**config.mk**
```make
export PLATFORM = sky130hd
export DESIGN_NAME = clock_offset_window_average_top
export DESIGN_NICKNAME = d
export VERILOG_FILES = /design/src/hw/rtl/cowa_pkg.sv /design/src/hw/rtl/cowa_ctrl.sv /design/src/hw/rtl/cowa_dpath.sv /design/src/hw/rtl/clock_offset_window_average_top.sv
export SDC_FILE = /design/constraint.sdc
export NUM_CORES = 1
export LEC_CHECK = 0
export ABC_AREA = 1
export BUFFER_PORTS_ARGS = -buffer_cell sky130_fd_sc_hd__clkbuf_2
export CAP_MARGIN = 15
export CELL_PAD_IN_SITES_DETAIL_PLACEMENT = 1
export CELL_PAD_IN_SITES_GLOBAL_PLACEMENT = 1
export CORE_UTILIZATION = 45
export CTS_CLUSTER_DIAMETER = 40
export DETAILED_ROUTE_END_ITERATION = 10
export GPL_TIMING_DRIVEN = 0
export PLACE_DENSITY_LB_ADDON = 0.1
export SETUP_SLACK_MARGIN = 0.3
export SYNTH_ARGS = -nofsm -noshare
export SYNTH_HDL_FRONTEND = slang
export SYNTH_HIERARCHICAL = 1
export SYNTH_SLANG_ARGS = --single-unit
```
**constraint.sdc**
```tcl
create_clock -name clock -period 18 [get_ports clock]
set_clock_uncertainty 0.15 [all_clocks]
set_input_delay 0 -clock clock [delete_from_list [all_inputs] [get_ports clock]]
set_output_delay 0 -clock clock [all_outputs]
set_load 0.01 [all_outputs]
```
**src/hw/rtl/cowa_pkg.sv**
```systemverilog
// Shared codes and controller/datapath interface types for the offset averager.
`timescale 1ns / 1ps
package cowa_pkg;

   typedef enum logic [0:0] {
      OP_SYNC = 1'b0,
      OP_TICK = 1'b1
   } op_type;

   typedef enum logic [1:0] {
      ST_UPDATED    = 2'd0,
      ST_SENT       = 2'd1,
      ST_NO_SYNC    = 2'd2,
      ST_NOT_JOINED = 2'd3
   } status_type;

   typedef struct packed {
      logic capture;
      logic sub_old;
      logic add_new;
      logic prep;
      logic div_step;
      logic fix;
      logic tick;
      logic publish;
   } ctrl_cmd_type;

   typedef struct packed {
      logic div_last;
      logic rsp_busy;
   } ctrl_sts_type;

endpackage

```
**src/hw/rtl/cowa_ctrl.sv**
```systemverilog
// Sequencing state machine for sync samples and send ticks.
`timescale 1ns / 1ps
module cowa_ctrl (
   input  logic                  clock,
   input  logic                  reset,
   input  logic                  req_valid,
   input  logic                  req_operation,
   output logic                  req_ready,
   input  cowa_pkg::ctrl_sts_type sts,
   output cowa_pkg::ctrl_cmd_type cmd
);
   import cowa_pkg::*;

   typedef enum logic [7:0] {
      S_IDLE = 8'b0000_0001,
      S_SUB  = 8'b0000_0010,
      S_ADD  = 8'b0000_0100,
      S_PREP = 8'b0000_1000,
      S_DIV  = 8'b0001_0000,
      S_FIX  = 8'b0010_0000,
      S_TICK = 8'b0100_0000,
      S_DONE = 8'b1000_0000
   } state_type;

   state_type state_ff;
   state_type state_in;

   always_ff @(posedge clock) begin
      if (reset) begin
         state_ff <= S_IDLE;
      end else begin
         state_ff <= state_in;
      end
   end

   always_comb begin
      state_in = state_ff;
      cmd      = '0;
      unique case (state_ff)
         S_IDLE: begin
            if (req_valid) begin
               cmd.capture = 1'b1;
               state_in    = (req_operation == OP_SYNC) ? S_SUB : S_TICK;
            end
         end
         S_SUB: begin
            cmd.sub_old = 1'b1;
            state_in    = S_ADD;
         end
         S_ADD: begin
            cmd.add_new = 1'b1;
            state_in    = S_PREP;
         end
         S_PREP: begin
            cmd.prep = 1'b1;
            state_in = S_DIV;
         end
         S_DIV: begin
            cmd.div_step = 1'b1;
            if (sts.div_last) begin
               state_in = S_FIX;
            end
         end
         S_FIX: begin
            cmd.fix  = 1'b1;
            state_in = S_DONE;
         end
         S_TICK: begin
            cmd.tick = 1'b1;
            state_in = S_DONE;
         end
         S_DONE: begin
            if (!sts.rsp_busy) begin
               cmd.publish = 1'b1;
               state_in    = S_IDLE;
            end
         end
         default: begin
            state_in = S_IDLE;
         end
      endcase
   end

   assign req_ready = (state_ff == S_IDLE);

endmodule

```
**src/hw/rtl/cowa_dpath.sv**
```systemverilog
// Offset ring, running sum, bit-serial divider, send counter and output register.
`timescale 1ns / 1ps
module cowa_dpath #(
   parameter int WINDOW = 5
) (
   input  logic                   clock,
   input  logic                   reset,
   input  cowa_pkg::ctrl_cmd_type cmd,
   output cowa_pkg::ctrl_sts_type sts,
   input  logic [31:0]            req_root_time,
   input  logic [31:0]            req_local_time,
   input  logic                   req_joined,
   output logic                   rsp_valid,
   input  logic                   rsp_ready,
   output logic [1:0]             rsp_status,
   output logic signed [31:0]     rsp_average_offset,
   output logic [31:0]            rsp_corrected_time,
   output logic [31:0]            rsp_sequence_res
);
   import cowa_pkg::*;

   localparam int CNT_W  = $clog2(WINDOW + 1);
   localparam int SLOT_W = (WINDOW > 1) ? $clog2(WINDOW) : 1;
   localparam int SUM_W  = 32 + CNT_W;
   localparam int STEP_W = $clog2(SUM_W);

   logic              joined_ff;
   logic [31:0]       root_ff, local_ff;
   logic [31:0]       ring_ff [WINDOW];
   logic [SUM_W-1:0]  sum_ff, sum_in;
   logic [CNT_W-1:0]  count_ff, count_in;
   logic [SLOT_W-1:0] slot_ff, slot_in;
   logic [SUM_W-1:0]  quo_ff, quo_in;
   logic [CNT_W-1:0]  rem_ff, rem_in;
   logic [STEP_W-1:0] step_ff, step_in;
   logic              neg_ff, neg_in;
   logic [31:0]       mean_ff, mean_in;
   logic              synced_ff, synced_in;
   logic [31:0]       seq_ff, seq_in;
   logic [1:0]        res_status_ff, res_status_in;
   logic [31:0]       res_corr_ff, res_corr_in;
   logic [31:0]       res_seq_ff, res_seq_in;
   logic              rsp_valid_ff, rsp_valid_in;
   logic [1:0]        rsp_status_ff;
   logic [31:0]       rsp_avg_ff, rsp_corr_ff, rsp_seq_ff;

   logic [31:0]       offset;
   logic [31:0]       old_offset;
   logic [CNT_W:0]    shifted;
   logic [CNT_W+1:0]  trial;
   logic [33:0]       corr_sum;

   assign offset     = root_ff - local_ff;
   assign old_offset = ring_ff[slot_ff];
   assign shifted    = {rem_ff, quo_ff[SUM_W-1]};
   assign trial      = {1'b0, shifted} - {2'b00, count_ff};
   assign corr_sum   = {2'b00, local_ff} + {{2{mean_ff[31]}}, mean_ff};

   always_ff @(posedge clock) begin
      if (cmd.capture) begin
         root_ff   <= req_root_time;
         local_ff  <= req_local_time;
         joined_ff <= req_joined;
      end
      if (cmd.add_new) begin
         ring_ff[slot_ff] <= offset;
      end
      quo_ff        <= quo_in;
      rem_ff        <= rem_in;
      neg_ff        <= neg_in;
      res_status_ff <= res_status_in;
      res_corr_ff   <= res_corr_in;
      res_seq_ff    <= res_seq_in;
      if (cmd.publish) begin
         rsp_status_ff <= res_status_ff;
         rsp_avg_ff    <= mean_ff;
         rsp_corr_ff   <= res_corr_ff;
         rsp_seq_ff    <= res_seq_ff;
      end
   end

   always_ff @(posedge clock) begin
      if (reset) begin
         sum_ff       <= '0;
         count_ff     <= '0;
         slot_ff      <= '0;
         step_ff      <= '0;
         mean_ff      <= '0;
         synced_ff    <= 1'b0;
         seq_ff       <= '0;
         rsp_valid_ff <= 1'b0;
      end else begin
         sum_ff       <= sum_in;
         count_ff     <= count_in;
         slot_ff      <= slot_in;
         step_ff      <= step_in;
         mean_ff      <= mean_in;
         synced_ff    <= synced_in;
         seq_ff       <= seq_in;
         rsp_valid_ff <= rsp_valid_in;
      end
   end

   always_comb begin
      sum_in        = sum_ff;
      count_in      = count_ff;
      slot_in       = slot_ff;
      quo_in        = quo_ff;
      rem_in        = rem_ff;
      step_in       = step_ff;
      neg_in        = neg_ff;
      mean_in       = mean_ff;
      synced_in     = synced_ff;
      seq_in        = seq_ff;
      res_status_in = res_status_ff;
      res_corr_in   = res_corr_ff;
      res_seq_in    = res_seq_ff;

      if (cmd.sub_old) begin
         if (count_ff == CNT_W'(WINDOW)) begin
            sum_in = sum_ff - {{(SUM_W-32){old_offset[31]}}, old_offset};
         end else begin
            count_in = count_ff + 1'b1;
         end
      end
      if (cmd.add_new) begin
         sum_in  = sum_ff + {{(SUM_W-32){offset[31]}}, offset};
         slot_in = (slot_ff == SLOT_W'(WINDOW - 1)) ? '0 : slot_ff + 1'b1;
      end
      if (cmd.prep) begin
         neg_in  = sum_ff[SUM_W-1];
         quo_in  = sum_ff[SUM_W-1] ? (~sum_ff + 1'b1) : sum_ff;
         rem_in  = '0;
         step_in = '0;
      end
      if (cmd.div_step) begin
         step_in = step_ff + 1'b1;
         if (!trial[CNT_W+1]) begin
            rem_in = trial[CNT_W-1:0];
            quo_in = {quo_ff[SUM_W-2:0], 1'b1};
         end else begin
            rem_in = shifted[CNT_W-1:0];
            quo_in = {quo_ff[SUM_W-2:0], 1'b0};
         end
      end
      if (cmd.fix) begin
         mean_in       = neg_ff ? (~quo_ff[31:0] + 1'b1) : quo_ff[31:0];
         synced_in     = 1'b1;
         res_status_in = ST_UPDATED;
         res_corr_in   = '0;
         res_seq_in    = '0;
      end
      if (cmd.tick) begin
         res_corr_in = '0;
         res_seq_in  = '0;
         priority if (!synced_ff) begin
            res_status_in = ST_NO_SYNC;
         end else if (joined_ff) begin
            seq_in        = seq_ff + 1'b1;
            res_seq_in    = seq_ff + 1'b1;
            res_corr_in   = corr_sum[33] ? '0 : corr_sum[31:0];
            res_status_in = ST_SENT;
         end else begin
            res_status_in = ST_NOT_JOINED;
         end
      end
   end

   always_comb begin
      rsp_valid_in = rsp_valid_ff;
      if (rsp_ready) begin
         rsp_valid_in = 1'b0;
      end
      if (cmd.publish) begin
         rsp_valid_in = 1'b1;
      end
   end

   assign sts.div_last = (step_ff == STEP_W'(SUM_W - 1));
   assign sts.rsp_busy = rsp_valid_ff & ~rsp_ready;

   assign rsp_valid          = rsp_valid_ff;
   assign rsp_status         = rsp_status_ff;
   assign rsp_average_offset = rsp_avg_ff;
   assign rsp_corrected_time = rsp_corr_ff;
   assign rsp_sequence_res   = rsp_seq_ff;

endmodule

```
**src/hw/rtl/clock_offset_window_average_top.sv**
```systemverilog
// Sync sample / send tick block: window mean of clock offsets and corrected time stamps.
// A sync sample's word passes the subtract, add, prepare, divide and fix states after accept
// (the divider over the running sum takes one bit per cycle); a send tick's, the tick state.
// One word in flight: the next request can be accepted as soon as the word enters the output
// register; a waiting output word holds the controller.
// Synchronous active-high reset clears sum, count, slot, mean, sync flag, counter and
// handshake state; the offset ring is not cleared.
`timescale 1ns / 1ps
module clock_offset_window_average_top #(
   parameter int WINDOW = 5
) (
   input  logic               clock,
   input  logic               reset,
   input  logic               req_valid,
   output logic               req_ready,
   input  logic               req_operation,
   input  logic [31:0]        req_root_time,
   input  logic [31:0]        req_local_time,
   input  logic               req_joined,
   output logic               rsp_valid,
   input  logic               rsp_ready,
   output logic [1:0]         rsp_status,
   output logic signed [31:0] rsp_average_offset,
   output logic [31:0]        rsp_corrected_time,
   output logic [31:0]        rsp_sequence_res
);
   import cowa_pkg::*;

   ctrl_cmd_type cmd;
   ctrl_sts_type sts;

   cowa_ctrl u_ctrl (
      .clock         (clock),
      .reset         (reset),
      .req_valid     (req_valid),
      .req_operation (req_operation),
      .req_ready     (req_ready),
      .sts           (sts),
      .cmd           (cmd)
   );

   cowa_dpath #(
      .WINDOW (WINDOW)
   ) u_dpath (
      .clock              (clock),
      .reset              (reset),
      .cmd                (cmd),
      .sts                (sts),
      .req_root_time      (req_root_time),
      .req_local_time     (req_local_time),
      .req_joined         (req_joined),
      .rsp_valid          (rsp_valid),
      .rsp_ready          (rsp_ready),
      .rsp_status         (rsp_status),
      .rsp_average_offset (rsp_average_offset),
      .rsp_corrected_time (rsp_corrected_time),
      .rsp_sequence_res   (rsp_sequence_res)
   );

endmodule

```
==> Flow_metrics.wiki <==
{| class="wikitable"
! Metric !! Value
|-
| Unique masters post-synth || 59
|-
| Port Buf Inserts || 168
|-
| Net Count, Synth || 3485
|-
| Number of cell rows || 92
|-
| Post-synthesis cell type with the largest combined area || edfxtp_1
|-
| Grt ovf || 0
|-
| CTS Root Cell || clkbuf_16
|-
| Syn_area_per_cell || 8.84 um^2
|-
| Clock sink count || 552
|-
| Number of nets at the end of the flow || 3908
|-
| Slew of the pin with the lowest slew margin || approximately 1.2 ns
|-
| Post-layout min period || 5.67 ns
|-
| Launch point of the worst reg-to-reg path || u_dpath/local_ff[0]
|-
| Synthesis-stage register bit count || 552
|-
| Kind of start point of the critical path || flip-flop
|-
| Worst endpoint required time || 18.38 ns
|-
| Cell types with the highest counts after synthesis || 673 x nand2_1, 443 x inv_1, 428 x edfxtp_1
|-
| CTS tree || yes
|-
| TritonCTS buffer count || 95
|-
| Final hold violations || 0
|-
| Syn Std Cell Area || 0.0292 mm^2
|-
| Family with the most delay on the worst path || compound AO/OA/AOI/OAI gates
|-
| Max IR drop VDD || between 0.00007 and 0.00008 V
|-
| Worst Slack Setup Final || 12.33 ns
|-
| Peak per-stage delay on the critical path || 0.61 ns
|-
| Starting DRC count in detailed routing || 1767
|-
| Initial antenna violation count || 2
|-
| Largest net degree at the start of global routing || 67
|-
| Reg-to-reg critical path endpoint || u_dpath/sum_ff[21]
|-
| Hold WS || 0.0588 ns
|-
| First-pass iteration count of the detailed router || 6
|-
| Register with the most flip-flops || u_dpath/ring_ff
|-
| Number of design rule violations left after detail routing || 0
|-
| Initial Utilization || 45.9%
|-
| Worst-case setup slack after placement || 12.48 ns
|-
| Non-filler cells in the finished layout || 4651
|-
| Wire per inst || 23.3 um
|-
| Fin crit share || 31.5%
|-
| Maximum clock insertion buffer count || 3
|-
| Slew headroom || 23.1%
|-
| Crit. End Element || flip-flop
|-
| Critical path depth || 27
|-
| Crit path from || u_dpath/local_ff[0]
|-
| Antenna diodes || 0
|-
| Minimum setup slack among reg-to-reg paths || 12.33 ns
|-
| Util after Layout || 56.8%
|-
| Worst setup path end || u_dpath/sum_ff[21]
|-
| Height of the die || roughly 260 um
|-
| Share of Yosys cell area claimed by the top area cell type || 44.0%
|-
| CTS resizes || 0
|-
| Number of max-capacitance violations reported || 0
|-
| Horizontal die dimension || between 200 and 300 um
|-
| R2R cell count || 27
|-
| Top post-synthesis cells by area || edfxtp_1 44%, nand2_1 8.7%, dfxtp_1 8.5%
|-
| CP max FO || 6
|-
| HPWL reported at the end of detailed placement || 76.3 mm
|-
| Number of global-route vias before repair || 27700
|-
| Cell area power density || 107 mW/mm^2
|-
| Number of routed nets with antenna violations || 0
|-
| Number of flip-flops in the largest register || 160
|-
| Fillers || 7389
|-
| Ratio of cells with drive above 1 in the final layout || 13.0%
|-
| Most common flop cell mapped by yosys || edfxtp_1
|-
| Post-synthesis cell count || 3301
|-
| Classification of the worst setup path || flip-flop to flip-flop
|-
| I/O pin count || between 150 and 200
|-
| Final TNS setup || 0 ns
|-
| Achievable Freq || 0.176 GHz
|-
| Floorplan core area || about 0.064 mm^2
|-
| Max H-tree Level || 3
|-
| Number of enable-type register cells in the synthesized netlist || 428
|-
| Total detailed-routing wirelength || 109 mm
|-
| Library cell with the highest instance count after synthesis || nand2_1
|-
| Data arrival, critical path || 6.06 ns
|-
| Largest registers || u_dpath/ring_ff (160), u_dpath/quo_ff (35), u_dpath/sum_ff (35)
|-
| Type of the tightest min-delay check || primary input to flip-flop
|-
| Leakage power summed over all cells || about 15 nW
|-
| Routability congestion estimate || 0.933
|-
| Global-route wire length before repair || 165 mm
|-
| RSZ-0062 raised after global routing || no
|-
| Pins over their slew limit || 0
|-
| Count of buffer and inverter cells on the critical path || 5
|-
| Via count || approximately 26000
|-
| Post-CTS Setup Repair Bufs || 0
|-
| Total placed cells including tap cells || 4336
|-
| Endpoints failing setup || 0
|-
| Clock edge transition at the registers on the reported setup and hold paths || 0.06 ns
|-
| Result of the run || finished, final reports clean
|-
| Total global-route track usage || approximately a third
|-
| Count of synthesis-stage warnings from yosys || 6
|-
| Fraction of the yosys area taken by sequential cells || 52.5%
|-
| Max stage delay cell, worst path || xor2_1
|-
| Layout overhead on the synthesized area || 23.6%
|-
| FFs w/ async S/R, synth || 0%
|-
| Average vias per placed instance || between 5 and 6
|-
| Die area || 0.0659 mm^2
|-
| Later-pin clock latency in the skew report || 0.65 ns
|}
[per-stage QoR]
step | total power (W) | area [um^2]
CTS | 0.00387 | 36100
global placement | 0.00195 | 31100
global route | 0.00398 | 36100
detailed placement | 0.00197 | 31400
finish | 0.00388 | 36100
floorplan | 0.00179 | 29200
[worst min path at each step]
| stage | start | to | slack, ns | depth (start not counted) |
|---|---|---|---|---|
| after floorplan | req_operation | u_ctrl/state_ff[1] | -0.07 | 1 |
| after global placement | req_joined | u_dpath/joined_ff | 0.03 | 1 |
| after detailed placement | req_local_time[21] | u_dpath/local_ff[21] | 0.03 | 1 |
| after CTS | req_root_time[25] | u_dpath/root_ff[25] | 0.0007 | 2 |
| after global routing | req_root_time[25] | u_dpath/root_ff[25] | 0.05 | 2 |
| final | req_root_time[25] | u_dpath/root_ff[25] | 0.06 | 2 |
[cells in the final DEF (no fill, tap or decap), drive strengths merged, types with 4 or more instances in the layout]
cell type,n
a21oi,234
o21bai,21
a221oi,8
inv,479
dlygate4sd3,137
nor2,382
xnor2,27
nor3,51
clkbuf,330
nand3b,4
o31ai,5
nand3,199
bufinv,12
a21o,18
edfxtp,428
clkinv,32
nand2,689
o211ai,22
dfxtp,124
a31oi,17
o21ai,189
xor2,69
o21a,13
a21boi,4
fa,4
buf,54
o221ai,25
or2,44
nand4,36
nor4,16
clkinvlp,6
ha,110
[layout make-up]
| class | instances | area [um^2] | area share [%] |
|---|---|---|---|
| buffer | 84 | 415 | 1.15 |
| clock buffer | 111 | 2500 | 6.93 |
| clock inverter | 67 | 805 | 2.23 |
| inverter | 462 | 1730 | 4.81 |
| multi-input combinational | 2203 | 11700 | 32.6 |
| sequential | 552 | 15300 | 42.5 |
| tap | 846 | 1060 | 2.94 |
| timing repair buffer | 326 | 2470 | 6.84 |
[worst register-to-register path, cell delays in order, from the launching register on]
cell and delay (ns):
edfxtp_1 0.47, ha_1 0.23, inv_1 0.12, fa_1 0.27, inv_1 0.07, o21a_1 0.22
o21ai_2 0.29, a21oi_1 0.21, o21ai_1 0.24, nand2_1 0.07, nand2_1 0.10, xor2_1 0.61
nor2_1 0.10, a21oi_1 0.38, ha_1 0.35, inv_1 0.12, o21ai_0 0.14, a21oi_1 0.15
o21ai_0 0.10, inv_1 0.06, nand2_1 0.06, a21oi_1 0.38, o21ai_0 0.18, xor2_1 0.17
nand2_1 0.06, o21ai_0 0.10, nand2_1 0.10, inv_1 0.05
[report_power, final]
part | leakage [nW] | switching [W] | internal [W]
Clock | 1.60 | 0.000696 | 0.00118
Combinational | 8.90 | 0.000350 | 0.000133
Sequential | 4.81 | 0.0000312 | 0.00148
[logic make-up (layout without fill, tap and decap cells)]
family,count (synthesis),in the layout,synth area share (%)
simple gates,1429,1429,21.2
compound gates,564,564,11.0
flops,552,552,52.5
buf+inv,546,1050,7.37
fa+ha+maj,114,114,4.99
xor+xnor,96,96,2.88
[per-layer routing]
| metal | share of wire, % | GRT usage [%] | vias up |
|---|---|---|---|
| met1 | 41 | 40.5 | 12900 |
| li1 | - | - | 12000 |
| met2 | 50 | 57.0 | 825 |
| met3 | 5.3 | 4.80 | 276 |
| met5 | 0.0074 | 0 | - |
| met4 | 4.1 | 13.9 | 2 |
[timing repair]
| item | CTS | global route |
|---|---|---|
| endpoints found under the setup margin | 0 | 0 |
| endpoints found under the hold margin | 110 | 0 |
| hold buffers | 137 | 0 |
Note: power is estimated with default switching activity, not from simulation.
